`src/rtl/qrm_pkg.sv`:
```
`timescale 1ns / 1ps
// ----------------------------------------------------------------------------
// qrm_pkg
// Shared types and codes for the id queue with remove-by-id.
// ----------------------------------------------------------------------------
package qrm_pkg;

  localparam int QRM_DEPTH = 16;
  localparam int QRM_ID_W  = 8;

  localparam int CMD_W    = 2;
  localparam int PID_W    = 8;
  localparam int STATUS_W = 2;
  localparam int OUT_ID_W = 8;
  localparam int COUNT_W  = 5;

  localparam logic [CMD_W-1:0] CMD_ENQUEUE = 2'd0;
  localparam logic [CMD_W-1:0] CMD_DEQUEUE = 2'd1;
  localparam logic [CMD_W-1:0] CMD_REMOVE  = 2'd2;

  localparam logic [STATUS_W-1:0] ST_DONE   = 2'd0;
  localparam logic [STATUS_W-1:0] ST_ABSENT = 2'd1;
  localparam logic [STATUS_W-1:0] ST_FULL   = 2'd2;

  typedef struct packed {
    logic                valid;
    logic [STATUS_W-1:0] status;
    logic [OUT_ID_W-1:0] id;
    logic [COUNT_W-1:0]  count;
    logic                empty;
  } qrm_res_t;

endpackage

```
`src/rtl/qrm_store.sv`:
```
`timescale 1ns / 1ps
// ----------------------------------------------------------------------------
// qrm_store
// Entry memory: one write port, one read port with registered read data.
// ----------------------------------------------------------------------------
module qrm_store #(
  parameter int DEPTH = 16,
  parameter int WIDTH = 8
) (
  input  logic                     clk,
  input  logic                     wr_en,
  input  logic [$clog2(DEPTH)-1:0] wr_addr,
  input  logic [WIDTH-1:0]         wr_data,
  input  logic [$clog2(DEPTH)-1:0] rd_addr,
  output logic [WIDTH-1:0]         rd_data_r
);

  logic [WIDTH-1:0] mem [DEPTH];

  always_ff @(posedge clk) begin
    if (wr_en) begin
      mem[wr_addr] <= wr_data;
    end
  end

  always_ff @(posedge clk) begin
    rd_data_r <= mem[rd_addr];
  end

endmodule

```
`src/rtl/qrm_seq.sv`:
```
`timescale 1ns / 1ps
// ----------------------------------------------------------------------------
// qrm_seq
// Command sequencer: walks the store one entry a cycle through a single
// compare unit, then closes up the later entries one move a cycle.
// ----------------------------------------------------------------------------
module qrm_seq #(
  parameter int QUEUE_DEPTH = 16,
  parameter int ID_WIDTH    = 8
) (
  input  logic                            clk,
  input  logic                            rst_n,
  input  logic                            start,
  output logic                            busy,
  input  logic [qrm_pkg::CMD_W-1:0]       cmd,
  input  logic [qrm_pkg::PID_W-1:0]       pid,
  input  logic [ID_WIDTH-1:0]             rd_data,
  output logic [$clog2(QUEUE_DEPTH)-1:0]  rd_addr,
  output logic                            wr_en,
  output logic [$clog2(QUEUE_DEPTH)-1:0]  wr_addr,
  output logic [ID_WIDTH-1:0]             wr_data,
  output qrm_pkg::qrm_res_t               res
);
  import qrm_pkg::*;

  localparam int IDX_W = $clog2(QUEUE_DEPTH);
  localparam int CNT_W = $clog2(QUEUE_DEPTH + 1);

  typedef enum logic [2:0] {
    S_IDLE = 3'b001,
    S_SCAN = 3'b010,
    S_DONE = 3'b100
  } state_t;

  state_t              state_r, state_nxt;
  logic [CNT_W-1:0]    count_r, count_nxt;
  logic [CNT_W-1:0]    idx_r, idx_nxt;
  logic [IDX_W-1:0]    tag_r, tag_nxt;
  logic                chk_r, chk_nxt;
  logic                shift_r, shift_nxt;
  logic [CMD_W-1:0]    cmd_r, cmd_nxt;
  logic [ID_WIDTH-1:0] id_r, id_nxt;
  logic [ID_WIDTH-1:0] got_r, got_nxt;
  logic [STATUS_W-1:0] status_r, status_nxt;
  logic                issue;
  logic                hit;

  assign busy  = (state_r != S_IDLE);
  assign issue = (idx_r < count_r);
  // dequeue always takes the head, remove needs an id match
  assign hit   = (cmd_r == CMD_DEQUEUE) || (rd_data == id_r);

  always_comb begin
    state_nxt  = state_r;
    count_nxt  = count_r;
    idx_nxt    = idx_r;
    tag_nxt    = tag_r;
    chk_nxt    = chk_r;
    shift_nxt  = shift_r;
    cmd_nxt    = cmd_r;
    id_nxt     = id_r;
    got_nxt    = got_r;
    status_nxt = status_r;
    rd_addr    = idx_r[IDX_W-1:0];
    wr_en      = 1'b0;
    wr_addr    = count_r[IDX_W-1:0];
    wr_data    = ID_WIDTH'(pid);
    case (state_r)
      S_IDLE: begin
        if (start) begin
          cmd_nxt    = cmd;
          id_nxt     = ID_WIDTH'(pid);
          got_nxt    = '0;
          idx_nxt    = '0;
          chk_nxt    = 1'b0;
          shift_nxt  = 1'b0;
          status_nxt = ST_DONE;
          state_nxt  = S_DONE;
          case (cmd)
            CMD_ENQUEUE: begin
              if (count_r == CNT_W'(QUEUE_DEPTH)) begin
                status_nxt = ST_FULL;
              end else begin
                wr_en     = 1'b1;
                count_nxt = count_r + CNT_W'(1);
              end
            end
            CMD_DEQUEUE, CMD_REMOVE: begin
              if (count_r == '0) begin
                status_nxt = ST_ABSENT;
              end else begin
                state_nxt = S_SCAN;
              end
            end
            default: begin
              status_nxt = ST_DONE;
            end
          endcase
        end
      end
      S_SCAN: begin
        chk_nxt = issue;
        tag_nxt = idx_r[IDX_W-1:0];
        if (issue) begin
          idx_nxt = idx_r + CNT_W'(1);
        end
        if (chk_r && !shift_r && hit) begin
          // restart reads just past the match, dropping the read in flight
          got_nxt   = (cmd_r == CMD_DEQUEUE) ? rd_data : '0;
          shift_nxt = 1'b1;
          idx_nxt   = CNT_W'(tag_r) + CNT_W'(1);
          chk_nxt   = 1'b0;
        end
        if (chk_r && shift_r) begin
          wr_en   = 1'b1;
          wr_addr = tag_r - IDX_W'(1);
          wr_data = rd_data;
        end
        if (!issue && !chk_r) begin
          state_nxt = S_DONE;
          if (shift_r) begin
            count_nxt  = count_r - CNT_W'(1);
            status_nxt = ST_DONE;
          end else begin
            status_nxt = ST_ABSENT;
          end
        end
      end
      S_DONE: begin
        state_nxt = S_IDLE;
      end
      default: begin
        state_nxt = S_IDLE;
      end
    endcase
  end

  always_ff @(posedge clk) begin
    if (!rst_n) begin
      state_r <= S_IDLE;
      count_r <= '0;
      chk_r   <= 1'b0;
      shift_r <= 1'b0;
    end else begin
      state_r <= state_nxt;
      count_r <= count_nxt;
      chk_r   <= chk_nxt;
      shift_r <= shift_nxt;
    end
  end

  always_ff @(posedge clk) begin
    idx_r    <= idx_nxt;
    tag_r    <= tag_nxt;
    cmd_r    <= cmd_nxt;
    id_r     <= id_nxt;
    got_r    <= got_nxt;
    status_r <= status_nxt;
  end

  always_comb begin
    res.valid  = (state_r == S_DONE);
    res.status = status_r;
    res.id     = OUT_ID_W'(got_r);
    res.count  = COUNT_W'(count_r);
    res.empty  = (count_r == '0);
  end

endmodule

```
`src/rtl/fifo_queue_with_remove_by_id.sv`:
```
`timescale 1ns / 1ps
// ----------------------------------------------------------------------------
// fifo_queue_with_remove_by_id
// Bounded queue of process ids with enqueue, dequeue and remove-by-id.
// ----------------------------------------------------------------------------
// A request (in_command, in_process_id) is taken at a clock edge where start
// is high and busy is low. Commands: enqueue at tail, dequeue head, remove the
// first entry holding the given id (later entries close up in order).
// Each request gives one result, shown for a single cycle with out_valid:
// out_status, out_id (head id on dequeue, else zero), out_count_after and
// out_is_empty. The receiver cannot stall, so results are never held.
// Enqueue, unknown codes and requests on an empty queue go from idle
// straight to the done state, whose result passes through the output register.
// Dequeue and remove walk the entry memory one entry a cycle through one
// compare unit, then move each later entry down one slot a cycle. busy
// stays high until the last cycle before the result leaves, so requests
// are taken one at a time.
// Reset empties the queue; memory contents are not cleared and need no pass.
// ----------------------------------------------------------------------------
module fifo_queue_with_remove_by_id #(
  parameter int QUEUE_DEPTH = qrm_pkg::QRM_DEPTH,
  parameter int ID_WIDTH    = qrm_pkg::QRM_ID_W
) (
  input  logic                           clk,
  input  logic                           rst_n,
  input  logic                           start,
  output logic                           busy,
  input  logic [qrm_pkg::CMD_W-1:0]      in_command,
  input  logic [qrm_pkg::PID_W-1:0]      in_process_id,
  output logic                           out_valid,
  output logic [qrm_pkg::STATUS_W-1:0]   out_status,
  output logic [qrm_pkg::OUT_ID_W-1:0]   out_id,
  output logic [qrm_pkg::COUNT_W-1:0]    out_count_after,
  output logic                           out_is_empty
);
  import qrm_pkg::*;

  localparam int IDX_W = $clog2(QUEUE_DEPTH);

  logic                wr_en;
  logic [IDX_W-1:0]    wr_addr;
  logic [ID_WIDTH-1:0] wr_data;
  logic [IDX_W-1:0]    rd_addr;
  logic [ID_WIDTH-1:0] rd_data_r;
  qrm_res_t            res_nxt;
  qrm_res_t            res_r;

  qrm_seq #(
    .QUEUE_DEPTH (QUEUE_DEPTH),
    .ID_WIDTH    (ID_WIDTH)
  ) u_seq (
    .clk     (clk),
    .rst_n   (rst_n),
    .start   (start),
    .busy    (busy),
    .cmd     (in_command),
    .pid     (in_process_id),
    .rd_data (rd_data_r),
    .rd_addr (rd_addr),
    .wr_en   (wr_en),
    .wr_addr (wr_addr),
    .wr_data (wr_data),
    .res     (res_nxt)
  );

  qrm_store #(
    .DEPTH (QUEUE_DEPTH),
    .WIDTH (ID_WIDTH)
  ) u_store (
    .clk       (clk),
    .wr_en     (wr_en),
    .wr_addr   (wr_addr),
    .wr_data   (wr_data),
    .rd_addr   (rd_addr),
    .rd_data_r (rd_data_r)
  );

  // result register on the output side
  always_ff @(posedge clk) begin
    if (!rst_n) begin
      res_r <= '0;
    end else begin
      res_r <= res_nxt;
    end
  end

  assign out_valid       = res_r.valid;
  assign out_status      = res_r.status;
  assign out_id          = res_r.id;
  assign out_count_after = res_r.count;
  assign out_is_empty    = res_r.empty;

endmodule

```
`config.mk`:
```
export PLATFORM = sky130hd
export DESIGN_NAME = fifo_queue_with_remove_by_id
export DESIGN_NICKNAME = d
export VERILOG_FILES = /design/src/rtl/qrm_pkg.sv /design/src/rtl/qrm_store.sv /design/src/rtl/qrm_seq.sv /design/src/rtl/fifo_queue_with_remove_by_id.sv
export SDC_FILE = /design/constraint.sdc
export NUM_CORES = 1
export LEC_CHECK = 0
export BUFFER_PORTS_ARGS = -buffer_cell sky130_fd_sc_hd__buf_2
export CAP_MARGIN = 5
export CORE_UTILIZATION = 45
export DETAILED_ROUTE_END_ITERATION = 8
export HOLD_SLACK_MARGIN = 0.05
export MAX_ROUTING_LAYER = met4
export PLACE_DENSITY = 0.7
export SLEW_MARGIN = 5
export SYNTH_ARGS = -nofsm -noshare
export SYNTH_HDL_FRONTEND = slang
export SYNTH_HIERARCHICAL = 1
export SYNTH_SLANG_ARGS = --single-unit
```
`constraint.sdc`:
```
create_clock -name clk -period 3.5 [get_ports clk]
set_input_delay 0.175 -clock clk [delete_from_list [all_inputs] [get_ports clk]]
set_output_delay 0.175 -clock clk [all_outputs]
set_load 0.1 [all_outputs]
```
# == Word-level counts from Yosys, hierarchy flattened ==
# Memory sizes are Yosys's and may differ from the RTL's. A register that Yosys moved wholly into a read port is not among the register bits.
# Index checks and enable logic that the tools add are counted.
# word_totals
inputBits,13
wordCells,99
reg_bits,56
ramBits,128
n_memories,1
output_inout_bits,18
# mem_list
memory,words,word_bits,rd,rd_ports_with_merged_regs,wr,line,source
u_store.mem,16,8,1,1,1,qrm_store.sv:18,logic [WIDTH-1:0] mem [DEPTH];
# op_classes
n_addsub,5
n_reduce_logical,19
mux,42
n_lt_le_gt_ge,1
n_eq_ne,16
# ops
op,n
$mux 5,8
$mux 8,5
$pmux 5 s2,2
$pmux 8 s2,1
$mux 3,4
$mux 1,11
$add 5x1->5 const B,2
$reduce_and 3->1,3
$eq 8x8->1,1
$mux 4,2
$pmux 2 s2,2
$mux 2,3
$ne 2x1->1 const B,3
$ne 2x2->1 const B,3
$ne 3x1->1 const B,2
$pmux 1 s2,3
$pmux 3 s2,1
$reduce_and 2->1,3
$reduce_and 6->1,1
$add 4x1->5 const B,1
$eq 5x5->1 const B,1
$logic_not 5->1,1
$lt 5x5->1,1
$sub 5x1->5 const B,1
12 further kinds,18

# == Depth between registers and ports, before layout ==
# Gate-level depths: netlist of run 1.
# logic_depth
word_depth,7
mapped_depth,12
ltp_nobuf,11

# == Modules after synthesis ==
# The synthesis of run 1 kept the hierarchy.
# by_module_without_submodules
module,cells_per_inst,instances,seq_area_each_um2,area_per_inst_um2
qrm_store,229,1,4003.8,5147.4
qrm_seq,199,1,1071.0,2222.1
fifo_queue_with_remove_by_id,35,1,340.3,474.2

# == Least setup slack after synthesis of run 1 ==
# Ideal clock, no wire load.
# synth_timing
kind,register -> register
start,register u_seq.state_r[2]
end,memory u_store.mem[0][0] (enable)
synth_period_minus_slack_ps,2744
setup_slack_ps,756
path_buffers,2
setup_ps,383
arrival_ps,2360
required_ps,3117
stages_incl_launch_ff,11
path_cell_list,dfxtp_1 > nor2_1 > nand2_1 > inv_1 > buf_4 > nand3_4 > buf_6 > nor2_1 > a21oi_1 > or3b_2 > nor3_1
# synth_via
word_cells_on_any_way,6
cone_classes,eq/ne: 2; mux: 4
# synth_rtl
element,line,source
"start, declared",qrm_seq.sv:35,"state_t state_r, state_nxt;"
"start signal, assigned",qrm_seq.sv:145,state_r <= state_nxt;
$eq 3x2->1,qrm_seq.sv:68,case (state_r)
$mux 4,qrm_seq.sv:68,
via wr_addr[2],fifo_queue_with_remove_by_id.sv:41,logic [IDX_W-1:0] wr_addr;
"end, declared",qrm_store.sv:18,
# The timed path passes the listed nets, and every way through them passes these cells.

# == Worst setup path in the final report of run 1 ==
# layout_timing
start,register u_seq.state_r[2]
end,memory u_store.mem[7][4] (enable)
# The elaborated chain is that of the path after synthesis.

==> flow_metrics.py, run 1 <==
metrics = {
    "route": {
        "num_vias": 4099,
        "wire_per_inst_um": 19.8,
        "ant_nets": 0,
        "vias_per_cell": 5.47,
        "drtIter0Drc": 290,
        "firstDrtPassIters": 5,
        "drcViolationCount": 0,
        "routed_wl_um": 14900,
    },
    "placed_design": {
        "place_congestion": 0.830,
        "dp.cells": 707,
        "dpl-instance-area_sq_mm": 0.00821,
        "portBuffers": 30,
        "hpwl_um": 9620,
    },
    "finish": {
        "final.fill_count": 1339,
        "post-route-util": 0.530,
        "drive_gt1_frac": 0.231,
        "instances_no_fill": 749,
        "post-route-cell-area_sq_mm": 0.00892,
        "diodes": 0,
        "area.growth.synth_to_final_pct": 13.7,
        "nNetsFinal": 541,
    },
    "setup_path": {
        "cp_max_fo": 17,
        "arrival_ns": 2.83,
        "startpoint_type": "flip-flop",
        "cp.required_ns": 3.55,
        "r2r_end": "u_store/mem[7][4]$_DFFE_PP_",
        "reg2reg_depth": 7,
        "r2r_slack_ns": 0.72,
        "worst-setup-path-type": "reg2reg",
        "r2r-start": "u_seq/state_r[2]$_SDFFE_PN0P_",
        "end_kind": "flip-flop",
    },
    "status": {
        "status": "finished, final reports clean",
    },
    "clock_network": {
        "clock-root-buffer": "clkbuf_16",
        "clk_latency_ns": 0.43,
        "cts_resized": 0,
        "postCtsHoldBufs": 10,
        "tritoncts": "built",
        "clkTransAtPathRegs_ns": 0.07,
        "clk_path_buf_depth": 2,
        "htreeDepth": 4,
        "cts_buffers": 17,
        "clkSinkCount": 192,
        "postCtsSetupBuffers": 0,
    },
    "logic_synthesis": {
        "ys_types": 54,
        "synthFlopType": "edfxtp_1",
        "yosys_warnings": 6,
        "async_flop_share": 0,
        "netlist_top_cells_area": "edfxtp_1 (60%), dfxtp_1 (8.9%), mux4_2 (5.2%)",
        "postSynthCellCount": 463,
        "synth_top_area_frac": 0.601,
        "synth_seq_area_share": 0.690,
        "avgSynthCellArea_sq_um": 16.9,
        "syn_area_sq_mm": 0.00784,
        "yosys-top-cells-count": "edfxtp_1 (157), dfxtp_1 (35), nor2_1 (27)",
        "synthesis.nets": 488,
        "yosysTopAreaCell": "edfxtp_1",
        "ys_ff_latch": 192,
        "yosysMostFrequentCell": "edfxtp_1",
        "synth_edf_count": 157,
    },
    "power": {
        "vdd_ir_drop_max_v": 0.000363,
        "p_leak_nw": 3.15,
        "power.density_mw_per_mm2": 551,
    },
    "global_routing": {
        "grt_max_degree": 36,
        "grt_remaining_overflow": 0,
        "grt_pass1_vias": 4038,
        "grt_pass1_wl_um": 23100,
        "antenna_found_initial": 0,
        "grtUsageTotal": 0.185,
    },
    "worst_hold_path": {
        "hold_path.class": "in2reg",
        "whs_endpoint": "u_seq/state_r[2]$_SDFFE_PN0P_",
        "hold_depth": 3,
        "min_from": "start",
    },
    "sta": {
        "layout_worst_path_cycle_share": 0.794,
        "worst_pin_slew_ns": 0.786,
        "fin_hold_ws_ns": 0.144,
        "max_freq_mhz": 360,
        "fin_worst_skew_ns": 0.00942,
        "grt_setup_unrepaired": "false",
        "hold_viol": 0,
        "slew_violations": 0,
        "maxSlewHeadroom": 0.474,
        "fin_crit_ns": 2.78,
        "setup_viol": 0,
        "setup_tns_ns": 0,
    },
    "floorplanning": {
        "die_h_um": 134,
        "io-pin-count": 31,
        "start_util": 0.466,
        "coreArea_sq_mm": 0.0168,
        "rows": 47,
        "design.die.area_sq_mm": 0.0180,
        "die_w_um": 134,
    },
    "job": {
        "cap_violations": 0,
    },
}
through the flow:
| step | total power [mW] | worst slack (ns) |
|---|---|---|
| detailed placement | 2.99 | 0.767 |
| floorplan | 2.90 | 0.756 |
| global route | 5.07 | 0.368 |
| CTS | 4.95 | 0.724 |
| global placement | 2.98 | 0.867 |
| finish | 4.92 | 0.721 |
area by class of cell:
cell class | count | area, sq um | share of cell area
Multi-Input combinational cell | 237 | 2210 | 0.248
Inverter | 15 | 61.3 | 0.00687
Clock buffer | 19 | 433 | 0.0485
Timing Repair Buffer | 53 | 348 | 0.0390
Clock inverter | 13 | 176 | 0.0198
Sequential cell | 192 | 5420 | 0.607
Tap cell | 220 | 275 | 0.0309
routing by layer:
layer  share of wire  global-route usage
met1            0.44               0.240
met5               0                   -
met3           0.052              0.0329
met2            0.49               0.290
met4           0.017              0.0743
placed cells by master (no fill, tap or decap), types with 10 or more instances in the layout:
master / n
edfxtp_1: 157
dfxtp_1: 35
buf_2: 30
nor2_1: 27
nand2_1: 21
mux4_2: 18
clkbuf_16: 17
and2_1: 16
a22oi_1: 16
mux4_1: 14
and2_2: 13
buf_4: 13
inv_1: 13
xnor2_1: 12
ha_1: 11
dlygate4sd3_1: 10
registers in the layout (all words and copies together) (netlist names), 2 cells and up:
| register | flops |
|---|---|
| out_status | 2 |
| u_seq/count_r | 5 |
| u_seq/tag_r | 4 |
| u_seq/state_r | 3 |
| u_seq/id_r | 8 |
| u_seq/got_r | 8 |
| u_seq/cmd_r | 2 |
| u_store/mem | 128 |
| u_store/rd_data_r | 8 |
| out_id | 8 |
| u_seq/idx_r | 5 |
| out_count_after | 5 |
| u_seq/status_r | 2 |
cells by family after synthesis:
family                     Yosys count  synth area share
muxes                               45             0.117
xor gates and xnor gates            17            0.0190
DFF                                192             0.690
AOI/OAI and AO/OA                   45            0.0410
adders and majority gates           12            0.0201
and+or+nand+nor                    118            0.0852
buffers and inverters               34            0.0276
critical path, cell delays in order, from the launching register on:
cell and delay, ns:
dfxtp_1 0.33, nor2_1 0.14, nand2_1 0.09, inv_1 0.11
nand3_4 0.20, o21ai_0 0.63, nand2_1 0.25, nor2_1 0.63
power breakdown:
part | switching [mW] | internal, mW
clock network | 0.827 | 1.14
registers | 0.0358 | 2.53
logic | 0.252 | 0.132
total | 1.12 | 3.80
worst max path at each step:
stage	start	endpoint
after floorplan	u_seq/state_r[2]$_SDFFE_PN0P_	u_store/mem[0][0]$_DFFE_PP_
after global placement	u_seq/state_r[2]$_SDFFE_PN0P_	u_store/mem[7][7]$_DFFE_PP_
after detailed placement	u_seq/state_r[2]$_SDFFE_PN0P_	u_store/mem[5][4]$_DFFE_PP_
after CTS	u_seq/state_r[2]$_SDFFE_PN0P_	u_store/mem[7][4]$_DFFE_PP_
after global routing	u_seq/state_r[2]$_SDFFE_PN0P_	u_store/mem[7][4]$_DFFE_PP_
final	u_seq/state_r[2]$_SDFFE_PN0P_	u_store/mem[7][4]$_DFFE_PP_
Note: power is estimated with default switching activity, not from simulation.
==> inputs of run 2 (changes only) <==
PLACE_DENSITY = 0.72   (was 0.7)
clock period = 2.3 ns   (was 3.5 ns; I/O delays follow)
==> run 2 against run 1 <==
Net effect:
- non-clock buffer count increased by 18
- count of clock-buffer cells in the layout decreased by 1
- utilization increased by 2.1 points
- highest routed layer unchanged
==> flow_metrics.py, run 2 (synthesis gave the netlist of run 1 again) <==
metrics = {
    "status": {
        "status": "finished, final reports clean",
    },
    "route": {
        "drcViolationCount": 0,
        "drtIter0Drc": 310,
        "vias_per_cell": 5.44,
        "ant_nets": 0,
        "firstDrtPassIters": 5,
        "num_vias": 4171,
        "routed_wl_um": 15200,
        "wire_per_inst_um": 19.9,
    },
    "clock_network": {
        "clk_path_buf_depth": 2,
        "cts_buffers": 17,
        "htreeDepth": 4,
        "postCtsSetupBuffers": 0,
        "clkSinkCount": 192,
        "clk_latency_ns": 0.44,
        "clkTransAtPathRegs_ns": 0.07,
        "clock-root-buffer": "clkbuf_16",
        "tritoncts": "built",
    },
    "power": {
        "p_leak_nw": 3.28,
        "vdd_ir_drop_max_v": 0.000533,
        "power.density_mw_per_mm2": 813,
        "power_mw": 7.54,
    },
    "sta": {
        "max_freq_mhz": 448,
        "fin_ws_ns": 0.0696,
        "slew_violations": 0,
        "worst_pin_slew_ns": 0.634,
        "grt_setup_unrepaired": "true",
        "hold_viol": 0,
        "fin_hold_ws_ns": 0.0721,
        "fin_crit_ns": 2.23,
        "setup_tns_ns": 0,
        "setup_viol": 0,
        "layout_worst_path_cycle_share": 0.970,
        "fin_worst_skew_ns": 0.0121,
        "maxSlewHeadroom": 0.577,
    },
    "finish": {
        "diodes": 0,
        "layout_common_cells": "edfxtp_1 (157), dfxtp_1 (35), buf_2 (30)",
        "largest_reg_flops": 128,
        "area.growth.synth_to_final_pct": 18.2,
        "drive_gt1_frac": 0.294,
        "nNetsFinal": 559,
        "final.fill_count": 1303,
        "instances_no_fill": 767,
        "mostFrequentLayoutCell": "edfxtp_1",
        "max_flop_register": "u_store/mem",
    },
    "setup_path": {
        "cp.required_ns": 2.48,
        "end_kind": "flip-flop",
        "startpoint_type": "flip-flop",
        "arrival_ns": 2.41,
        "cp_max_fo": 6,
        "worst-setup-path-type": "reg2reg",
    },
    "global_routing": {
        "grt_remaining_overflow": 0,
        "grt_pass1_vias": 4258,
        "grt_max_degree": 35,
        "antenna_found_initial": 0,
        "grtUsageMet2": 0.300,
        "use_met3": 0.0382,
        "top_usage_layer": "met2",
        "grt_use_met1": 0.239,
        "grt_pass1_wl_um": 23700,
        "grtUsageTotal": 0.188,
    },
    "placed_design": {
        "portBuffers": 30,
        "dp.cells": 724,
        "place_congestion": 0.841,
        "pre_cts_ws_ns": -0.00935,
        "hpwl_um": 9990,
    },
    "floorplanning": {
        "io-pin-count": 31,
        "die_h_um": 134,
        "start_util": 0.466,
        "rows": 47,
        "die_w_um": 134,
        "coreArea_sq_mm": 0.0168,
        "design.die.area_sq_mm": 0.0180,
    },
    "job": {
        "cap_violations": 0,
    },
    "worst_hold_path": {
        "hold_path.class": "in2reg",
    },
}
## run 2: per-stage QoR
step	utilization	cell area, sq um
2_1_floorplan	-	7890
3_3_place_gp	0.503	8470
3_5_place_dp	0.503	8470
4_1_cts	0.547	9190
5_1_grt	0.551	9270
6_report	0.551	9270
## run 2: worst paths after layout
kind / from / end / slack [ns] / depth (start not counted)
setup / recovery: u_seq/id_r[4]$_DFFE_PP_ / u_seq/idx_r[4]$_SDFFCE_PN0P_ / 0.07 / 10
setup reg to reg: u_seq/id_r[4]$_DFFE_PP_ / u_seq/idx_r[4]$_SDFFCE_PN0P_ / 0.07 / 10
hold / removal: rst_n / u_seq/state_r[0]$_SDFFE_PN1P_ / 0.07 / 2
hold reg to reg: u_seq/got_r[4]$_SDFFCE_PN0P_ / out_id[4]$_SDFF_PN0_ / 0.46 / 1
## run 2: area by class of cell
| cell class | count | area (sq um) | share of cell area |
|---|---|---|---|
| Inverter | 15 | 61.3 | 0.00661 |
| Timing Repair Buffer | 71 | 592 | 0.0638 |
| Sequential cell | 192 | 5420 | 0.584 |
| Tap cell | 220 | 275 | 0.0297 |
| Multi-Input combinational cell | 237 | 2320 | 0.250 |
| Clock buffer | 18 | 429 | 0.0463 |
| Clock inverter | 14 | 181 | 0.0196 |
## run 2: metal layers
layer / routed length [um] / up-vias
met5: 0 / -
met4: 284 / 0
met3: 729 / 19
met2: 7520 / 103
met1: 6690 / 2127
li1: - / 1922
## run 2: where the power goes
| part | switching, mW | total [mW] | internal, mW |
|---|---|---|---|
| combinational | 0.403 | 0.630 | 0.228 |
| sequential | 0.0455 | 3.89 | 3.85 |
| clock | 1.29 | 3.02 | 1.73 |
| total | 1.74 | 7.54 | 5.80 |
## run 2: worst max-delay path, stage by stage (launching register included)
cell	delay (ns)
edfxtp_1	0.40
xnor2_1	0.18
nand4_1	0.14
o21ai_2	0.20
nand2_2	0.12
mux2_4	0.34
ha_4	0.18
nand3_2	0.07
xor2_1	0.15
mux2_4	0.17
nor2_2	0.03
## run 2: timing repair
item,CTS,global route
resized for setup,2,21
hold buffers,11,0
pin swaps,1,7
gates cloned,0,0
endpoints found under the setup margin,1,43
hold endpoints to repair,11,0
==> inputs of run 3 (changes only) <==
CORE_UTILIZATION = 30   (was 45)
PLACE_DENSITY = 0.55   (was 0.72)
clock period = 1.85 ns   (was 2.3 ns; I/O delays follow)
==> run 3 against run 2 <==
Net effect:
- the flow now finishes with violations (setup timing)
- die area grew 49%
- utilization is 13 points lower
- register-to-register slack got worse by 0.39 ns
- global-route usage fell by 5.0 points
- wire length grew 16%
- setup slack lost 0.39 ns
- final area rose by 15%
- non-clock buffer count grew 73
- sequential share of layout area shrank 7.4 points
- count of clock-buffer cells in the layout fell by 1
- critical path depth unchanged
- total power up 26%
- critical path type unchanged
==> flow_metrics.py, run 3 (synthesis gave the netlist of run 1 again) <==
metrics = {
    "sta": {
        "slew_violations": 0,
        "grt_setup_unrepaired": "true",
        "fin_worst_skew_ns": 0.0135,
        "fin_ws_ns": -0.324,
        "layout_worst_path_cycle_share": 1.18,
        "setup_viol": 165,
        "fin_crit_ns": 2.17,
        "max_freq_mhz": 460,
        "maxSlewHeadroom": 0.617,
        "hold_viol": 0,
        "worst_pin_slew_ns": 0.572,
    },
    "setup_path": {
        "crit_top_cell": "mux2_4",
        "arrival_ns": 2.36,
        "cp_max_fo": 5,
        "crit_chain": "xnor2_1 -> nand4_1 -> o21ai_2 -> nand2_2 -> mux2_4 -> ha_4 -> nand3_2 -> xor2_1 -> mux2_4 -> nor2_1",
        "worst-setup-path-type": "reg2reg",
        "startpoint_type": "flip-flop",
        "r2r_slack_ns": -0.32,
        "critPathBufInv": 0,
        "crit_family": "multiplexers",
        "max_stage_delay_ns": 0.40,
        "end_kind": "flip-flop",
        "cp.required_ns": 2.04,
        "crit_slowest_cell": "edfxtp_1",
    },
    "floorplanning": {
        "die_w_um": 164,
        "coreArea_sq_mm": 0.0254,
        "rows": 58,
        "die_h_um": 164,
        "start_util": 0.309,
        "io-pin-count": 31,
        "design.die.area_sq_mm": 0.0268,
    },
    "clock_network": {
        "clock-root-buffer": "clkbuf_16",
        "htreeDepth": 4,
        "clk_path_buf_depth": 2,
        "clk_latency_ns": 0.44,
        "tritoncts": "built",
        "cts_buffers": 17,
        "clkTransAtPathRegs_ns": 0.08,
        "clkSinkCount": 192,
    },
    "power": {
        "p_clk_frac": 0.385,
        "switching_power_mw": 2.48,
        "seqPwrFrac": 0.508,
        "power.density_mw_per_mm2": 894,
        "power_mw": 9.53,
        "internal_power_mw": 7.05,
        "p_leak_nw": 3.83,
        "pwr-share-comb": 0.106,
        "vdd_ir_drop_max_v": 0.000668,
        "switching_share": 0.260,
    },
    "job": {
        "cap_violations": 0,
    },
    "finish": {
        "instances_no_fill": 952,
        "max_flop_register": "u_store/mem",
        "largest_reg_flops": 128,
        "area.growth.synth_to_final_pct": 35.8,
        "final.fill_count": 2274,
        "nNetsFinal": 634,
        "mostFrequentLayoutCell": "edfxtp_1",
        "drive_gt1_frac": 0.473,
        "diodes": 0,
        "layout_common_cells": "edfxtp_1 (157), buf_4 (56), buf_2 (30)",
    },
    "worst_hold_path": {
        "hold_path.class": "in2reg",
    },
    "global_routing": {
        "grt_remaining_overflow": 0,
        "top_usage_layer": "met2",
        "use_met3": 0.0288,
        "grtUsageMet2": 0.231,
        "grt_use_met1": 0.168,
        "grt_pass1_vias": 4609,
        "grt_pass1_wl_um": 26300,
        "grtUsageTotal": 0.138,
        "antenna_found_initial": 0,
        "grt_max_degree": 28,
    },
    "status": {
        "status": "complete, but fails checks",
        "violations": "setup timing",
    },
    "route": {
        "num_vias": 4463,
        "firstDrtPassIters": 4,
        "routed_wl_um": 17700,
        "ant_nets": 0,
        "vias_per_cell": 4.69,
        "wire_per_inst_um": 18.6,
        "drcViolationCount": 0,
        "drtIter0Drc": 345,
    },
    "placed_design": {
        "dp.cells": 886,
        "hpwl_um": 11500,
        "place_congestion": 0.822,
        "portBuffers": 30,
    },
}
run 3: cell types whose count changed in the layout (fill, tap and decap cells not counted), moves of 7 or more:
| cell | change |
|---|---|
| buf_12 | +9 |
| buf_4 | +37 |
| buf_6 | +23 |
| dfxtp_1 | -8 |
| mux2_2 | -7 |
| mux2_4 | +9 |
| nor2_2 | -9 |
| nor2_4 | +15 |
run 3: timing repair:
item / CTS / global route
hold buffers: 12 / 0
endpoints found under the setup margin: 145 / 278
gates resized for setup: 94 / 41
pin swaps: 26 / 27
hold endpoints to repair: 12 / 0
setup buffers: 18 / 4
cloned: 0 / 5
run 3: power groups by stage:
stage	Combinational [mW]	Clock (mW)	Sequential, mW
global route	1.08	3.90	4.85
detailed placement	0.860	0	4.93
floorplan	0.454	0	5.04
CTS	0.952	3.74	4.84
finish	1.01	3.67	4.84
global placement	0.849	0	4.93
run 3: final cells by class:
type / instances / area, sq um / share of cell area
clock buffer: 17 / 425 / 0.0399
clock inverter: 15 / 181 / 0.0170
inverter: 15 / 63.8 / 0.00599
multi-input combinational: 239 / 2740 / 0.257
sequential: 192 / 5440 / 0.510
tap: 330 / 413 / 0.0388
timing repair buffer: 144 / 1390 / 0.131
run 3: metal layers:
metal  wire length (um)  vias to the layer above
li1                   -                     2083
met4                159                        0
met1               7520                     2258
met3                817                       14
met5                  0                        -
met2               9190                      108
run 3: path summary, 6_finish.rpt:
path / to / from / cells after the start
setup / recovery: u_seq/idx_r[4]$_SDFFCE_PN0P_ / u_seq/id_r[2]$_DFFE_PP_ / 10
hold / removal: u_seq/status_r[1]$_SDFFCE_PP0P_ / in_command[0] / 3
setup reg to reg: u_seq/idx_r[4]$_SDFFCE_PN0P_ / u_seq/id_r[2]$_DFFE_PP_ / 10
hold reg to reg: out_id[3]$_SDFF_PN0_ / u_seq/got_r[3]$_SDFFCE_PN0P_ / 1
run 3: worst register-to-register path: stages, from the launching register on:
cell	delay [ns]
edfxtp_1	0.40
xnor2_1	0.17
nand4_1	0.13
o21ai_2	0.19
nand2_2	0.11
mux2_4	0.33
ha_4	0.18
nand3_2	0.07
xor2_1	0.16
mux2_4	0.16
nor2_1	0.03
run 3: stage by stage:
| stage | hold slack, ns | setup WS (ns) | util | instance area (sq um) | TNS (ns) |
|---|---|---|---|---|---|
| after detailed placement | 0.288 | -0.321 | 0.361 | 9160 | -31.69 |
| after CTS | 0.107 | -0.282 | 0.410 | 10400 | -21.48 |
| after global placement | 0.287 | -0.293 | 0.361 | 9160 | -30.29 |
| after floorplan | 0.169 | -0.407 | - | 8000 | -44.33 |
| after global routing | 0.117 | -0.488 | 0.420 | 10700 | -35.44 |
| final | 0.118 | -0.324 | 0.420 | 10700 | -22.28 |
